<file path="src/lafc_pkg.sv">
`timescale 1ns / 1ps

package lafc_pkg;

    // Charge phases
    localparam logic [1:0] PH_CC    = 2'd0;
    localparam logic [1:0] PH_PAUSE = 2'd1;
    localparam logic [1:0] PH_CV    = 2'd2;
    localparam logic [1:0] PH_REST  = 2'd3;

    // Configuration register indexes
    localparam int CFG_IDX_W = 3;
    localparam logic [CFG_IDX_W-1:0] CFG_END_VOLTAGE  = 3'd0;
    localparam logic [CFG_IDX_W-1:0] CFG_MAX_CURRENT  = 3'd1;
    localparam logic [CFG_IDX_W-1:0] CFG_MIN_CURRENT  = 3'd2;
    localparam logic [CFG_IDX_W-1:0] CFG_CELL_COUNT   = 3'd3;
    localparam logic [CFG_IDX_W-1:0] CFG_REST_MINUTES = 3'd4;
    localparam int CFG_DATA_W = 15;

    // Fixed constants, mV / mA / s / ms
    localparam logic [15:0] SETTLE_S         = 16'd10;
    localparam logic [15:0] TRIP_PER_CELL_MV = 16'd50;
    localparam logic [14:0] HOLD_BAND_MV     = 15'd20;
    localparam logic [2:0]  DONE_COUNT       = 3'd5;
    localparam logic [15:0] DOWN_GAP_MS      = 16'd300;
    localparam logic [13:0] FLOOR_MIN_MA     = 14'd10;
    localparam logic [13:0] SEC_PER_MIN      = 14'd60;

    // Reset values of the registers
    localparam logic [14:0] RST_END_VOLTAGE  = 15'd13650;
    localparam logic [13:0] RST_MAX_CURRENT  = 14'd1000;
    localparam logic [13:0] RST_MIN_CURRENT  = 14'd100;
    localparam logic [4:0]  RST_CELL_COUNT   = 5'd6;
    localparam logic [7:0]  RST_REST_MINUTES = 8'd5;

    // ceil(2^15 / 10); exact quotient for every 14-bit dividend
    localparam logic [11:0] RECIP10 = 12'd3277;

    typedef struct packed {
        logic [14:0] end_voltage;
        logic [13:0] max_current;
        logic [13:0] min_current;
        logic [4:0]  cell_count;
        logic [7:0]  rest_minutes;
    } t_cfg;

    typedef struct packed {
        logic [15:0] battery_mv;
        logic        sample_stable;
        logic [15:0] time_ms;
        logic [15:0] time_s;
    } t_in_item;

    typedef struct packed {
        logic        drive_enable;
        logic [13:0] current_setpoint;
        logic [15:0] cutoff_voltage;
        logic [1:0]  phase;
        logic        status;
    } t_out_item;

    // x / 10 for a 14-bit x by reciprocal multiply
    function automatic logic [10:0] div10(input logic [13:0] x);
        logic [25:0] prod;
        prod = 26'(x) * 26'(RECIP10);
        return prod[25:15];
    endfunction

endpackage

</file>
<file path="src/lafc_if.sv">
`timescale 1ns / 1ps

interface lafc_in_if;
    logic                 valid;
    logic                 ready;
    lafc_pkg::t_in_item   data;

    modport source (output valid, output data, input ready);
    modport sink   (input valid, input data, output ready);
endinterface

interface lafc_out_if;
    logic                 valid;
    logic                 ready;
    lafc_pkg::t_out_item  data;

    modport source (output valid, output data, input ready);
    modport sink   (input valid, input data, output ready);
endinterface

</file>
<file path="src/lafc_core.sv">
`timescale 1ns / 1ps

module lafc_core (
    input  logic                i_clk,
    input  logic                i_rst_n,
    input  logic                i_step,
    input  lafc_pkg::t_in_item  i_item,
    input  lafc_pkg::t_cfg      i_cfg,
    output lafc_pkg::t_out_item o_result
);

    logic [1:0]  r_phase,       n_phase;
    logic [15:0] r_pause_start, n_pause_start;
    logic [13:0] r_current,     n_current;
    logic [15:0] r_trip,        n_trip;
    logic [13:0] r_floor,       n_floor;
    logic [2:0]  r_hold,        n_hold;
    logic [15:0] r_last_step,   n_last_step;
    logic [15:0] r_rest_start,  n_rest_start;
    logic        r_err,         n_err;

    logic [15:0] pause_dt, step_dt, rest_dt;
    logic [13:0] rest_len;
    logic [13:0] excess;
    logic [10:0] q, step;
    logic [14:0] dn_lim, up_sum;
    logic [15:0] end_v16;
    logic [10:0] min_q;
    logic [13:0] floor_new;
    logic [15:0] trip_new;
    logic        drive;

    always_comb begin
        pause_dt  = i_item.time_s - r_pause_start;
        step_dt   = i_item.time_ms - r_last_step;
        rest_dt   = i_item.time_s - r_rest_start;
        rest_len  = 14'(i_cfg.rest_minutes) * lafc_pkg::SEC_PER_MIN;
        excess    = (r_current > r_floor) ? (r_current - r_floor) : 14'd0;
        q         = lafc_pkg::div10(excess);
        step      = (q == 11'd0) ? 11'd1 : q;
        dn_lim    = {1'b0, r_floor} + 15'(step);
        up_sum    = {1'b0, r_current} + 15'(step);
        end_v16   = {1'b0, i_cfg.end_voltage};
        min_q     = lafc_pkg::div10(i_cfg.min_current);
        floor_new = (14'(min_q) < lafc_pkg::FLOOR_MIN_MA) ? lafc_pkg::FLOOR_MIN_MA
                                                           : 14'(min_q);
        trip_new  = end_v16 + 16'(i_cfg.cell_count) * lafc_pkg::TRIP_PER_CELL_MV;
    end

    always_comb begin
        n_phase       = r_phase;
        n_pause_start = r_pause_start;
        n_current     = r_current;
        n_trip        = r_trip;
        n_floor       = r_floor;
        n_hold        = r_hold;
        n_last_step   = r_last_step;
        n_rest_start  = r_rest_start;
        n_err         = r_err;
        if (!r_err) begin
            case (r_phase)
                lafc_pkg::PH_CC: begin
                    if (i_item.battery_mv >= end_v16) begin
                        n_pause_start = i_item.time_s;
                        n_phase       = lafc_pkg::PH_PAUSE;
                    end
                end
                lafc_pkg::PH_PAUSE: begin
                    if (pause_dt >= lafc_pkg::SETTLE_S) begin
                        n_trip      = trip_new;
                        n_floor     = floor_new;
                        n_current   = floor_new;
                        n_hold      = 3'd0;
                        n_last_step = i_item.time_ms;
                        n_phase     = lafc_pkg::PH_CV;
                    end
                end
                lafc_pkg::PH_CV: begin
                    if (i_item.battery_mv > r_trip) begin
                        n_err = 1'b1;
                    end else if (i_item.battery_mv > end_v16) begin
                        // step down, rate limited
                        if (step_dt >= lafc_pkg::DOWN_GAP_MS) begin
                            n_last_step = i_item.time_ms;
                            n_hold      = 3'd0;
                            n_current   = ({1'b0, r_current} >= dn_lim)
                                          ? (r_current - 14'(step)) : r_floor;
                        end
                    end else if (i_item.sample_stable) begin
                        if (i_cfg.end_voltage >= lafc_pkg::HOLD_BAND_MV &&
                            i_item.battery_mv <
                                16'(i_cfg.end_voltage - lafc_pkg::HOLD_BAND_MV)) begin
                            n_last_step = i_item.time_ms;
                            n_hold      = 3'd0;
                            n_current   = (up_sum <= {1'b0, i_cfg.max_current})
                                          ? up_sum[13:0] : i_cfg.max_current;
                        end else if (r_current <= r_floor) begin
                            n_hold = r_hold + 3'd1;
                            if (n_hold >= lafc_pkg::DONE_COUNT) begin
                                n_rest_start = i_item.time_s;
                                n_phase      = lafc_pkg::PH_REST;
                            end
                        end else begin
                            n_hold = 3'd0;
                        end
                    end
                end
                default: begin
                    if (rest_dt >= 16'(rest_len)) begin
                        n_phase = lafc_pkg::PH_CC;
                    end
                end
            endcase
        end
    end

    // result reflects the state after this step
    always_comb begin
        drive = !n_err && (n_phase == lafc_pkg::PH_CC || n_phase == lafc_pkg::PH_CV);
        o_result.drive_enable     = drive;
        o_result.current_setpoint = !drive ? 14'd0
                                  : (n_phase == lafc_pkg::PH_CC) ? i_cfg.max_current
                                  : n_current;
        o_result.cutoff_voltage   = n_trip;
        o_result.phase            = n_phase;
        o_result.status           = n_err;
    end

    always_ff @(posedge i_clk) begin
        if (!i_rst_n) begin
            r_phase       <= lafc_pkg::PH_CC;
            r_pause_start <= 16'd0;
            r_current     <= 14'd0;
            r_trip        <= 16'd0;
            r_floor       <= lafc_pkg::FLOOR_MIN_MA;
            r_hold        <= 3'd0;
            r_last_step   <= 16'd0;
            r_rest_start  <= 16'd0;
            r_err         <= 1'b0;
        end else if (i_step) begin
            r_phase       <= n_phase;
            r_pause_start <= n_pause_start;
            r_current     <= n_current;
            r_trip        <= n_trip;
            r_floor       <= n_floor;
            r_hold        <= n_hold;
            r_last_step   <= n_last_step;
            r_rest_start  <= n_rest_start;
            r_err         <= n_err;
        end
    end

endmodule

</file>
<file path="src/lead_acid_float_charge_controller_unit.sv">
`timescale 1ns / 1ps

// Lead-acid CC / pause / CV float charger, one step per converter sample.
// Channels:
//   i_in  : sample beat {battery_mv, sample_stable, time_ms, time_s}.
//   o_out : result beat {drive_enable, current_setpoint, cutoff_voltage,
//           phase, status}, one per sample, in order.
//   i_cfg_*: register write port, index per register list, no read-back.
//            Write only while no sample is in flight.
// Path: a sample accepted on i_in passes the input register, then one pass
//   of step logic into the result register, which presents it on o_out.
// Throughput: one sample per cycle unless o_out stalls; single-pass step
//   logic, 14x12 reciprocal multiplies for the /10 step size and float floor.
// Stall: when o_out.ready is low the result register holds, the input
//   register fills, and i_in.ready drops once both are occupied.
// Reset (i_rst_n low, synchronous): pipeline empties, charger state goes
//   to constant current with no error, registers take their defaults.
// An over-voltage trip in CV latches status=1 with drive off until reset.

module lead_acid_float_charge_controller_unit (
    input  logic                               i_clk,
    input  logic                               i_rst_n,
    lafc_in_if.sink                            i_in,
    lafc_out_if.source                         o_out,
    input  logic                               i_cfg_we,
    input  logic [lafc_pkg::CFG_IDX_W-1:0]     i_cfg_idx,
    input  logic [lafc_pkg::CFG_DATA_W-1:0]    i_cfg_data
);

    lafc_pkg::t_cfg      r_cfg;
    lafc_pkg::t_in_item  r_in;
    logic                r_in_vld;
    lafc_pkg::t_out_item r_out;
    logic                r_out_vld;
    lafc_pkg::t_out_item step_res;
    logic                advance;

    // step fires when a sample is held and the result slot is free or draining
    assign advance     = r_in_vld && (!r_out_vld || o_out.ready);
    assign i_in.ready  = !r_in_vld || advance;
    assign o_out.valid = r_out_vld;
    assign o_out.data  = r_out;

    // configuration registers
    always_ff @(posedge i_clk) begin
        if (!i_rst_n) begin
            r_cfg.end_voltage  <= lafc_pkg::RST_END_VOLTAGE;
            r_cfg.max_current  <= lafc_pkg::RST_MAX_CURRENT;
            r_cfg.min_current  <= lafc_pkg::RST_MIN_CURRENT;
            r_cfg.cell_count   <= lafc_pkg::RST_CELL_COUNT;
            r_cfg.rest_minutes <= lafc_pkg::RST_REST_MINUTES;
        end else if (i_cfg_we) begin
            case (i_cfg_idx)
                lafc_pkg::CFG_END_VOLTAGE:  r_cfg.end_voltage  <= i_cfg_data[14:0];
                lafc_pkg::CFG_MAX_CURRENT:  r_cfg.max_current  <= i_cfg_data[13:0];
                lafc_pkg::CFG_MIN_CURRENT:  r_cfg.min_current  <= i_cfg_data[13:0];
                lafc_pkg::CFG_CELL_COUNT:   r_cfg.cell_count   <= i_cfg_data[4:0];
                lafc_pkg::CFG_REST_MINUTES: r_cfg.rest_minutes <= i_cfg_data[7:0];
                default: ;
            endcase
        end
    end

    // input register
    always_ff @(posedge i_clk) begin
        if (!i_rst_n) begin
            r_in_vld <= 1'b0;
        end else if (i_in.ready) begin
            r_in_vld <= i_in.valid;
        end
    end

    always_ff @(posedge i_clk) begin
        if (i_in.valid && i_in.ready) begin
            r_in <= i_in.data;
        end
    end

    lafc_core u_core (
        .i_clk    (i_clk),
        .i_rst_n  (i_rst_n),
        .i_step   (advance),
        .i_item   (r_in),
        .i_cfg    (r_cfg),
        .o_result (step_res)
    );

    // result register
    always_ff @(posedge i_clk) begin
        if (!i_rst_n) begin
            r_out_vld <= 1'b0;
        end else if (advance) begin
            r_out_vld <= 1'b1;
        end else if (o_out.ready) begin
            r_out_vld <= 1'b0;
        end
    end

    always_ff @(posedge i_clk) begin
        if (advance) begin
            r_out <= step_res;
        end
    end

endmodule
</file>
<file path="src/flat_wrapper.sv">
// flat-port wrapper written by rule: the top's interface ports become plain ports
module lead_acid_float_charge_controller_unit_flat 
  (i_clk, i_rst_n, i_cfg_we, i_cfg_idx, i_cfg_data, i_in_valid, i_in_data, i_in_ready, o_out_valid, o_out_data, o_out_ready);
  lafc_in_if i_in_i ();
  lafc_out_if o_out_i ();
  input  logic i_clk;
  input  logic i_rst_n;
  input  logic i_cfg_we;
  input  logic [lafc_pkg::CFG_IDX_W-1:0] i_cfg_idx;
  input  logic [lafc_pkg::CFG_DATA_W-1:0] i_cfg_data;
  input wire logic [$bits(i_in_i.valid)-1:0] i_in_valid;
  input wire logic [$bits(i_in_i.data)-1:0] i_in_data;
  output wire logic [$bits(i_in_i.ready)-1:0] i_in_ready;
  output wire logic [$bits(o_out_i.valid)-1:0] o_out_valid;
  output wire logic [$bits(o_out_i.data)-1:0] o_out_data;
  input wire logic [$bits(o_out_i.ready)-1:0] o_out_ready;
  assign i_in_i.valid = i_in_valid;
  assign i_in_i.data = i_in_data;
  assign i_in_ready = i_in_i.ready;
  assign o_out_valid = o_out_i.valid;
  assign o_out_data = o_out_i.data;
  assign o_out_i.ready = o_out_ready;
  lead_acid_float_charge_controller_unit u_core (.i_clk(i_clk), .i_rst_n(i_rst_n), .i_in(i_in_i), .o_out(o_out_i), .i_cfg_we(i_cfg_we), .i_cfg_idx(i_cfg_idx), .i_cfg_data(i_cfg_data));
endmodule
</file>
<file path="config.mk">
export PLATFORM = sky130hd
export DESIGN_NAME = lead_acid_float_charge_controller_unit_flat
export DESIGN_NICKNAME = d
export VERILOG_FILES = /design/src/lafc_pkg.sv /design/src/lafc_if.sv /design/src/lafc_core.sv /design/src/lead_acid_float_charge_controller_unit.sv /design/src/flat_wrapper.sv
export SDC_FILE = /design/constraint.sdc
export NUM_CORES = 1
export LEC_CHECK = 0
export ABC_AREA = 1
export BUFFER_PORTS_ARGS = -buffer_cell sky130_fd_sc_hd__buf_2
export CAP_MARGIN = 20
export CORE_UTILIZATION = 45
export CTS_CLUSTER_SIZE = 16
export DETAILED_ROUTE_END_ITERATION = 10
export SETUP_SLACK_MARGIN = 0.15
export SLEW_MARGIN = 10
export SYNTH_ARGS = -nofsm -noshare
export SYNTH_HDL_FRONTEND = slang
export SYNTH_SLANG_ARGS = --single-unit
</file>
<file path="constraint.sdc">
create_clock -name i_clk -period 16.6 [get_ports i_clk]
set_input_delay 4.98 -clock i_clk [delete_from_list [all_inputs] [get_ports i_clk]]
set_output_delay 4.98 -clock i_clk [all_outputs]
set_load 0.1 [all_outputs]
</file>
==> key figures, run 1 <==
Status
  • Status: finished, final reports clean

Synthesis
  • Synth warnings: 0
  • Distinct cells, synth: 56
  • Async S/R FF share, synth: 0%
  • Leading area contributor after synthesis: ha_1
  • Synth Area in Compound Gates: 12.3%
  • Synth Area in Simple Gates: around a fifth
  • Dominant combinational cell family by area after synthesis: adder cells
  • Syn Area/Cell: about 7.5 µm²
  • Register area share after synthesis: 22.3%
  • Adder-cell share of the synthesized area: 29.9%
  • Post-Synth XOR/XNOR Area: 3.91%
  • Syn Inst Count: 3330
  • Number of synthesized register bits: 236
  • Share of synthesized area spent on multiplexers: 0.0402%
  • Most instantiated cells after synthesis: nand2_1 (645), inv_1 (590), ha_1 (406), nor2_1 (269), a21oi_1 (246)
  • Area contributors post-synth: ha_1 (20%), dfxtp_1 (12%), edfxtp_1 (10%)
  • Post-synth top area share: 20.4%
  • Ys flop type: dfxtp_1
  • Most numerous cell in the Yosys netlist: nand2_1
  • Synth Net Count: a little under 4000
  • Post-synthesis cell area: 0.0249 mm²
  • Number of synthesized flops with an enable pin: 83

Setup path
  • Buffers and inverters on the worst path: 7
  • Cell family with most CP delay: adder cells
  • Slowest stage delay, CP: around 0.68 ns
  • Slowest cell on the critical path: o21ai_0
  • Critical-path maximum fanout: 20
  • Critical path class: reg2reg
  • Worst EP required: 16.93 ns
  • CP Capture Type: flip-flop
  • CP startpoint kind: flip-flop
  • Arr. time, crit path: 12.61 ns
  • Top cell by count, worst path: nand2_1

Place
  • GPL Wtd Cong: 0.953
  • Port bufs: 107
  • Cell Area, Placed: roughly 0.026 mm²
  • Hpwl dp: 58300 µm
  • DP Cell Count: 4083
  • Pre-CTS setup slack: 4.48 ns

Detailed routing
  • Vias/cell: 5.30
  • 1st-iter DRT viols: 1622
  • Antenna-violating nets left: 0
  • Remaining DRCs: 0
  • DRT Pass-1 Iters: 6
  • Routed WL: 70900 µm
  • Routed len/inst: 17.1 µm
  • Vias: 21900

Finish
  • Area Overhead vs Synth: 8.66%
  • N_diodes: 0
  • Final Non-Filler Cells: 4139
  • Design Area, Final: approximately 0.027 mm²
  • Final nets: around 4000
  • Filler cell count: 5321
  • Share of layout cells above drive strength 1: 6.39%

Timing
  • Max Slew Vio Count: 0
  • Setup TNS: 0 ns
  • Tcrit/Tclk final: 74.0%
  • Setup violations, final: 0
  • Hold Vio Cnt, Final: 0
  • Slew HR: 40.0%
  • RSZ-0062 raised after global routing: no
  • Final min period: ~12 ns
  • Slew @ Worst Pin: around 0.89 ns
  • Worst Clk Skew: 0.0395 ns
  • FMAX: 81.4 MHz
  • Final WS setup: 4.32 ns

Clock network
  • Depth of the CTS H-tree: 1
  • CTS buffer count: 29
  • CTS sink cnt: 236
  • CTS Buffer Depth: 3
  • Hold Buf Count CTS: 0
  • Post-CTS sizing: 0
  • Worst-path clk slew: 0.06 ns
  • CTS tree: done
  • Root Driver: clkbuf_16
  • Clk_lat worst skew: 0.60 ns
  • Post-CTS setup buffer count: 0

Flow run
  • Max-Cap Viols: 0

Worst hold path
  • Worst Hold Class: reg2reg

Floorplanning
  • Row count: 85
  • Die X: about 240 µm
  • Core area: 0.0542 mm²
  • Die Span Y: approximately 240 µm
  • Starting Density: 45.9%
  • Num ports: 108
  • Die ar.: 0.0562 mm²

GRT
  • Total grt overflow: 0
  • First-pass GRT wire length: between 100000 and 150000 µm
  • Antenna violations before repair: 2
  • Largest net degree at the start of global routing: 75
  • Tot GR Track Use: 25.2%
  • Vias in the first global route: 21400
metrics by stage:
| stage | utilization (%) | hold slack (ns) |
|---|---|---|
| floorplan | - | 0.428 |
| finish | 49.8 | 0.458 |
| global placement | 48.1 | 0.437 |
| CTS | 49.8 | 0.456 |
| detailed placement | 48.1 | 0.448 |
| global route | 49.8 | 0.467 |
area by class of cell:
cell class                      instances  area, µm²  area share, %
Clock inverter                         13       88.8          0.329
Inverter                              605       2270           8.40
Tap cell                              696        871           3.22
Sequential cell                       236       5560           20.6
Multi-Input combinational cell       2427      16700           61.9
Timing Repair Buffer                  121        651           2.41
Clock buffer                           41        853           3.16
worst paths after layout:
path / from / end / slack [ns] / cells past startpoint
max: u_core.u_core.r_current[0] / u_core.o_out.data[23] / 4.32 / 57
min: u_core.u_core.r_pause_start[5] / u_core.u_core.r_pause_start[5] / 0.46 / 2
max reg2reg: u_core.u_core.r_current[0] / u_core.o_out.data[23] / 4.32 / 57
min reg2reg: u_core.u_core.r_pause_start[5] / u_core.u_core.r_pause_start[5] / 0.46 / 2
flip-flops by register name, indices dropped and copies added (netlist names):
register	cells
u_core.r_in_vld	1
u_core.o_out.data	34
u_core.u_core.r_last_step	16
u_core.u_core.r_floor	11
u_core.u_core.r_pause_start	16
u_core.u_core.r_trip	16
u_core.u_core.r_rest_start	16
u_core.o_out.valid	1
u_core.r_in	49
u_core.u_core.r_hold	3
u_core.u_core.r_current	14
u_core.u_core.r_err	1
u_core.r_cfg	56
u_core.u_core.r_phase	2
worst min-delay path, cell delays in order, from the launching register on:
cell	delay, ns
dfxtp_1	0.29
inv_1	0.06
a21oi_1	0.06
placed cells by master, fill, tap and decap left out, types with 82 or more instances in the layout:
cell,netlist,final
o21ai_0,188,188
ha_1,406,406
nand3_1,161,161
inv_1,590,589
a21oi_1,246,246
nand2_1,645,645
fa_1,118,118
xor2_1,82,82
dfxtp_1,153,153
buf_2,14,106
nor2_1,269,269
edfxtp_1,83,83
kinds of logic (layout without fill, tap and decap cells):
kind of cell             after synthesis  in the layout
XOR/XNOR                             111            111
multiplexers                           1              1
flip-flops                           236            236
buffers and inverters                667            780
AND/OR/NAND/NOR                     1232           1232
AO/OA/AOI/OAI                        559            559
adder cells (fa/ha/maj)              524            524
layer usage:
metal | share of wire, % | up-vias | track usage (%)
met2 | 46 | 583 | 43.0
met4 | 2.6 | 0 | 5.98
met1 | 46 | 10200 | 34.2
met5 | 0 | - | 0
li1 | - | 11000 | -
met3 | 4.8 | 102 | 2.62
Power of run 1 is not shown: default switching activity piles up to over one toggle a cycle in this logic, so the estimate is an artifact.
==> inputs of run 2 (changes only) <==
==> constraint.sdc (replaced) <==
create_clock -name i_clk -period 10.3 [get_ports i_clk]
set_input_delay 3.09 -clock i_clk [delete_from_list [all_inputs] [get_ports i_clk]]
set_output_delay 3.09 -clock i_clk [all_outputs]
set_load 0.1 [all_outputs]
==> run 2 against run 1 <==
Against the previous run:
- die area unchanged
- sequential share of layout area is 1.0 points lower
- clock-buffer cell count decreased by 8
- critical path depth did not move
- flip-flop and latch count did not move
- routed wire length grew 5.3%
- highest routed layer unchanged
==> key figures, run 2 (same netlist as run 1, synthesis figures left out) <==
Worst hold path
  • Min-Delay Startpoint: u_core.u_core.r_pause_start[15]
  • Hold Crit Depth: 2
  • Worst Hold Class: reg2reg
  • Hold Path End: u_core.u_core.r_pause_start[15]

Finish
  • Final nets: 4132
  • Final Non-Filler Cells: 4254
  • Design Area, Final: between 0.02 and 0.03 mm²
  • Area Overhead vs Synth: 14.3%
  • Commonest non-fill, non-tap cells in the layout: nand2_1 (639), inv_1 (582), ha_1 (390)
  • Max reg flops: 56
  • Share of layout cells above drive strength 1: 11.9%
  • N_diodes: 0
  • Commonest non-fill, non-tap cell in the layout: nand2_1
  • Most flops, register: u_core.r_cfg

Clock network
  • Root Driver: clkbuf_16
  • CTS Buffer Depth: 3
  • Hold Buf Count CTS: 0
  • CTS tree: done
  • Clk_lat worst skew: 0.58 ns
  • Depth of the CTS H-tree: 1
  • CTS buffer count: 28
  • CTS sink cnt: 236
  • Worst-path clk slew: 0.07 ns

Setup path
  • Critical path class: reg2reg
  • CP Capture Type: flip-flop
  • Critical R2R Capture: u_core.o_out.data[30]
  • Arr. time, crit path: 10.23 ns
  • Top cell by count, worst path: inv_1
  • FF-to-FF Start: u_core.u_core.r_floor[8]
  • Buffers and inverters on the worst path: 14
  • R2R Setup Slk: 0.39 ns
  • Worst r2r path cells: 57
  • Slowest stage delay, CP: 0.54 ns
  • Cell family with most CP delay: adder cells
  • Worst EP required: ~11 ns
  • Critical-path maximum fanout: 7
  • Slowest cell on the critical path: fa_1
  • CP startpoint kind: flip-flop

Timing
  • RSZ-0062 raised after global routing: yes
  • Tcrit/Tclk final: 96.2%
  • Slew HR: around 28%
  • Max Slew Vio Count: 0
  • Final WS setup: 0.389 ns
  • Hold slack: 0.458 ns
  • Setup violations, final: 0
  • Worst Clk Skew: 0.0279 ns
  • Final min period: 9.91 ns
  • Hold Vio Cnt, Final: 0
  • FMAX: ~100 MHz
  • Slew @ Worst Pin: 1.08 ns

Flow run
  • Max-Cap Viols: 0

Floorplanning
  • Core area: 0.0542 mm²
  • Die X: approximately 240 µm
  • Row count: 85
  • Die ar.: around 0.056 mm²
  • Num ports: 108
  • Starting Density: 45.9%
  • Die Span Y: 237 µm

Detailed routing
  • Wire length on met3: 4080 µm
  • DRT Pass-1 Iters: 6
  • Highest routed layer: met4
  • Routed WL: 74600 µm
  • Routed len/inst: roughly 18 µm
  • Remaining DRCs: 0
  • 1st-iter DRT viols: 1407
  • Vias: 22600
  • WL met2: 34800 µm
  • Vias/cell: 5.32
  • Antenna-violating nets left: 0
  • M1 WL: 33400 µm

Status
  • Status: finished, final reports clean

Place
  • Pre-CTS setup slack: -0.253 ns
  • GPL Wtd Cong: 1.00
  • Port bufs: 107
  • Cell Area, Placed: 0.0267 mm²
  • Hpwl dp: 60500 µm
  • DP Cell Count: 4170

GRT
  • Antenna violations before repair: 0
  • Largest net degree at the start of global routing: 72
  • First-pass GRT wire length: 117000 µm
  • Vias in the first global route: 22300
  • Total grt overflow: 0
  • Tot GR Track Use: 26.2%
run 2: layer usage:
metal / vias up / track usage [%]
met5: - / 0
met4: 0 / 7.78
met3: 130 / 2.66
met2: 650 / 44.9
met1: 10600 / 34.6
li1: 11300 / -
run 2: stage by stage:
step / utilization [%] / setup TNS [ns]
detailed placement: 49.3 / -4.07
floorplan: - / 0
CTS: 51.0 / 0
global placement: 49.2 / 0
finish: 52.4 / 0
global route: 52.4 / -0.666
run 2: timing repair:
action	in CTS	in global routing
pin swaps	0	40
endpoints found under the setup margin	28	28
gates resized for setup	12	114
endpoints found under the hold margin	0	0
cloned	0	3
buffers inserted	0	27
run 2: how the worst max path moves through the flow:
stage                                           from               endpoint  slack [ns]  cells after the start
after detailed placement  u_core.u_core.r_current[0]  u_core.o_out.data[23]       -0.25                     57
after global routing      u_core.u_core.r_current[0]  u_core.o_out.data[24]       -0.11                     61
after CTS                   u_core.u_core.r_floor[2]  u_core.o_out.data[21]        0.16                     56
after floorplan           u_core.u_core.r_current[0]  u_core.o_out.data[21]        0.28                     59
final                       u_core.u_core.r_floor[8]  u_core.o_out.data[30]        0.39                     57
after global placement    u_core.u_core.r_current[0]  u_core.o_out.data[26]        0.02                     62
run 2: worst register-to-register path: cells and delay by family (launching register included):
family	cells	cell delay, ns
AOI/OAI and AO/OA	7	1.13
and+or+nand+nor	24	2.64
buffers and inverters	14	1.35
xor gates and xnor gates	2	0.46
DFF	1	0.34
adders and majority gates	10	3.74
run 2: area by class of cell:
type | count | area, µm²
sequential | 236 | 5560
inverter | 605 | 2270
clock buffer | 33 | 729
multi-input combinational | 2430 | 17300
fill | 5354 | 25800
tap | 696 | 871
timing repair buffer | 235 | 1550
clock inverter | 19 | 163
Power of run 2 is left out for the same reason.
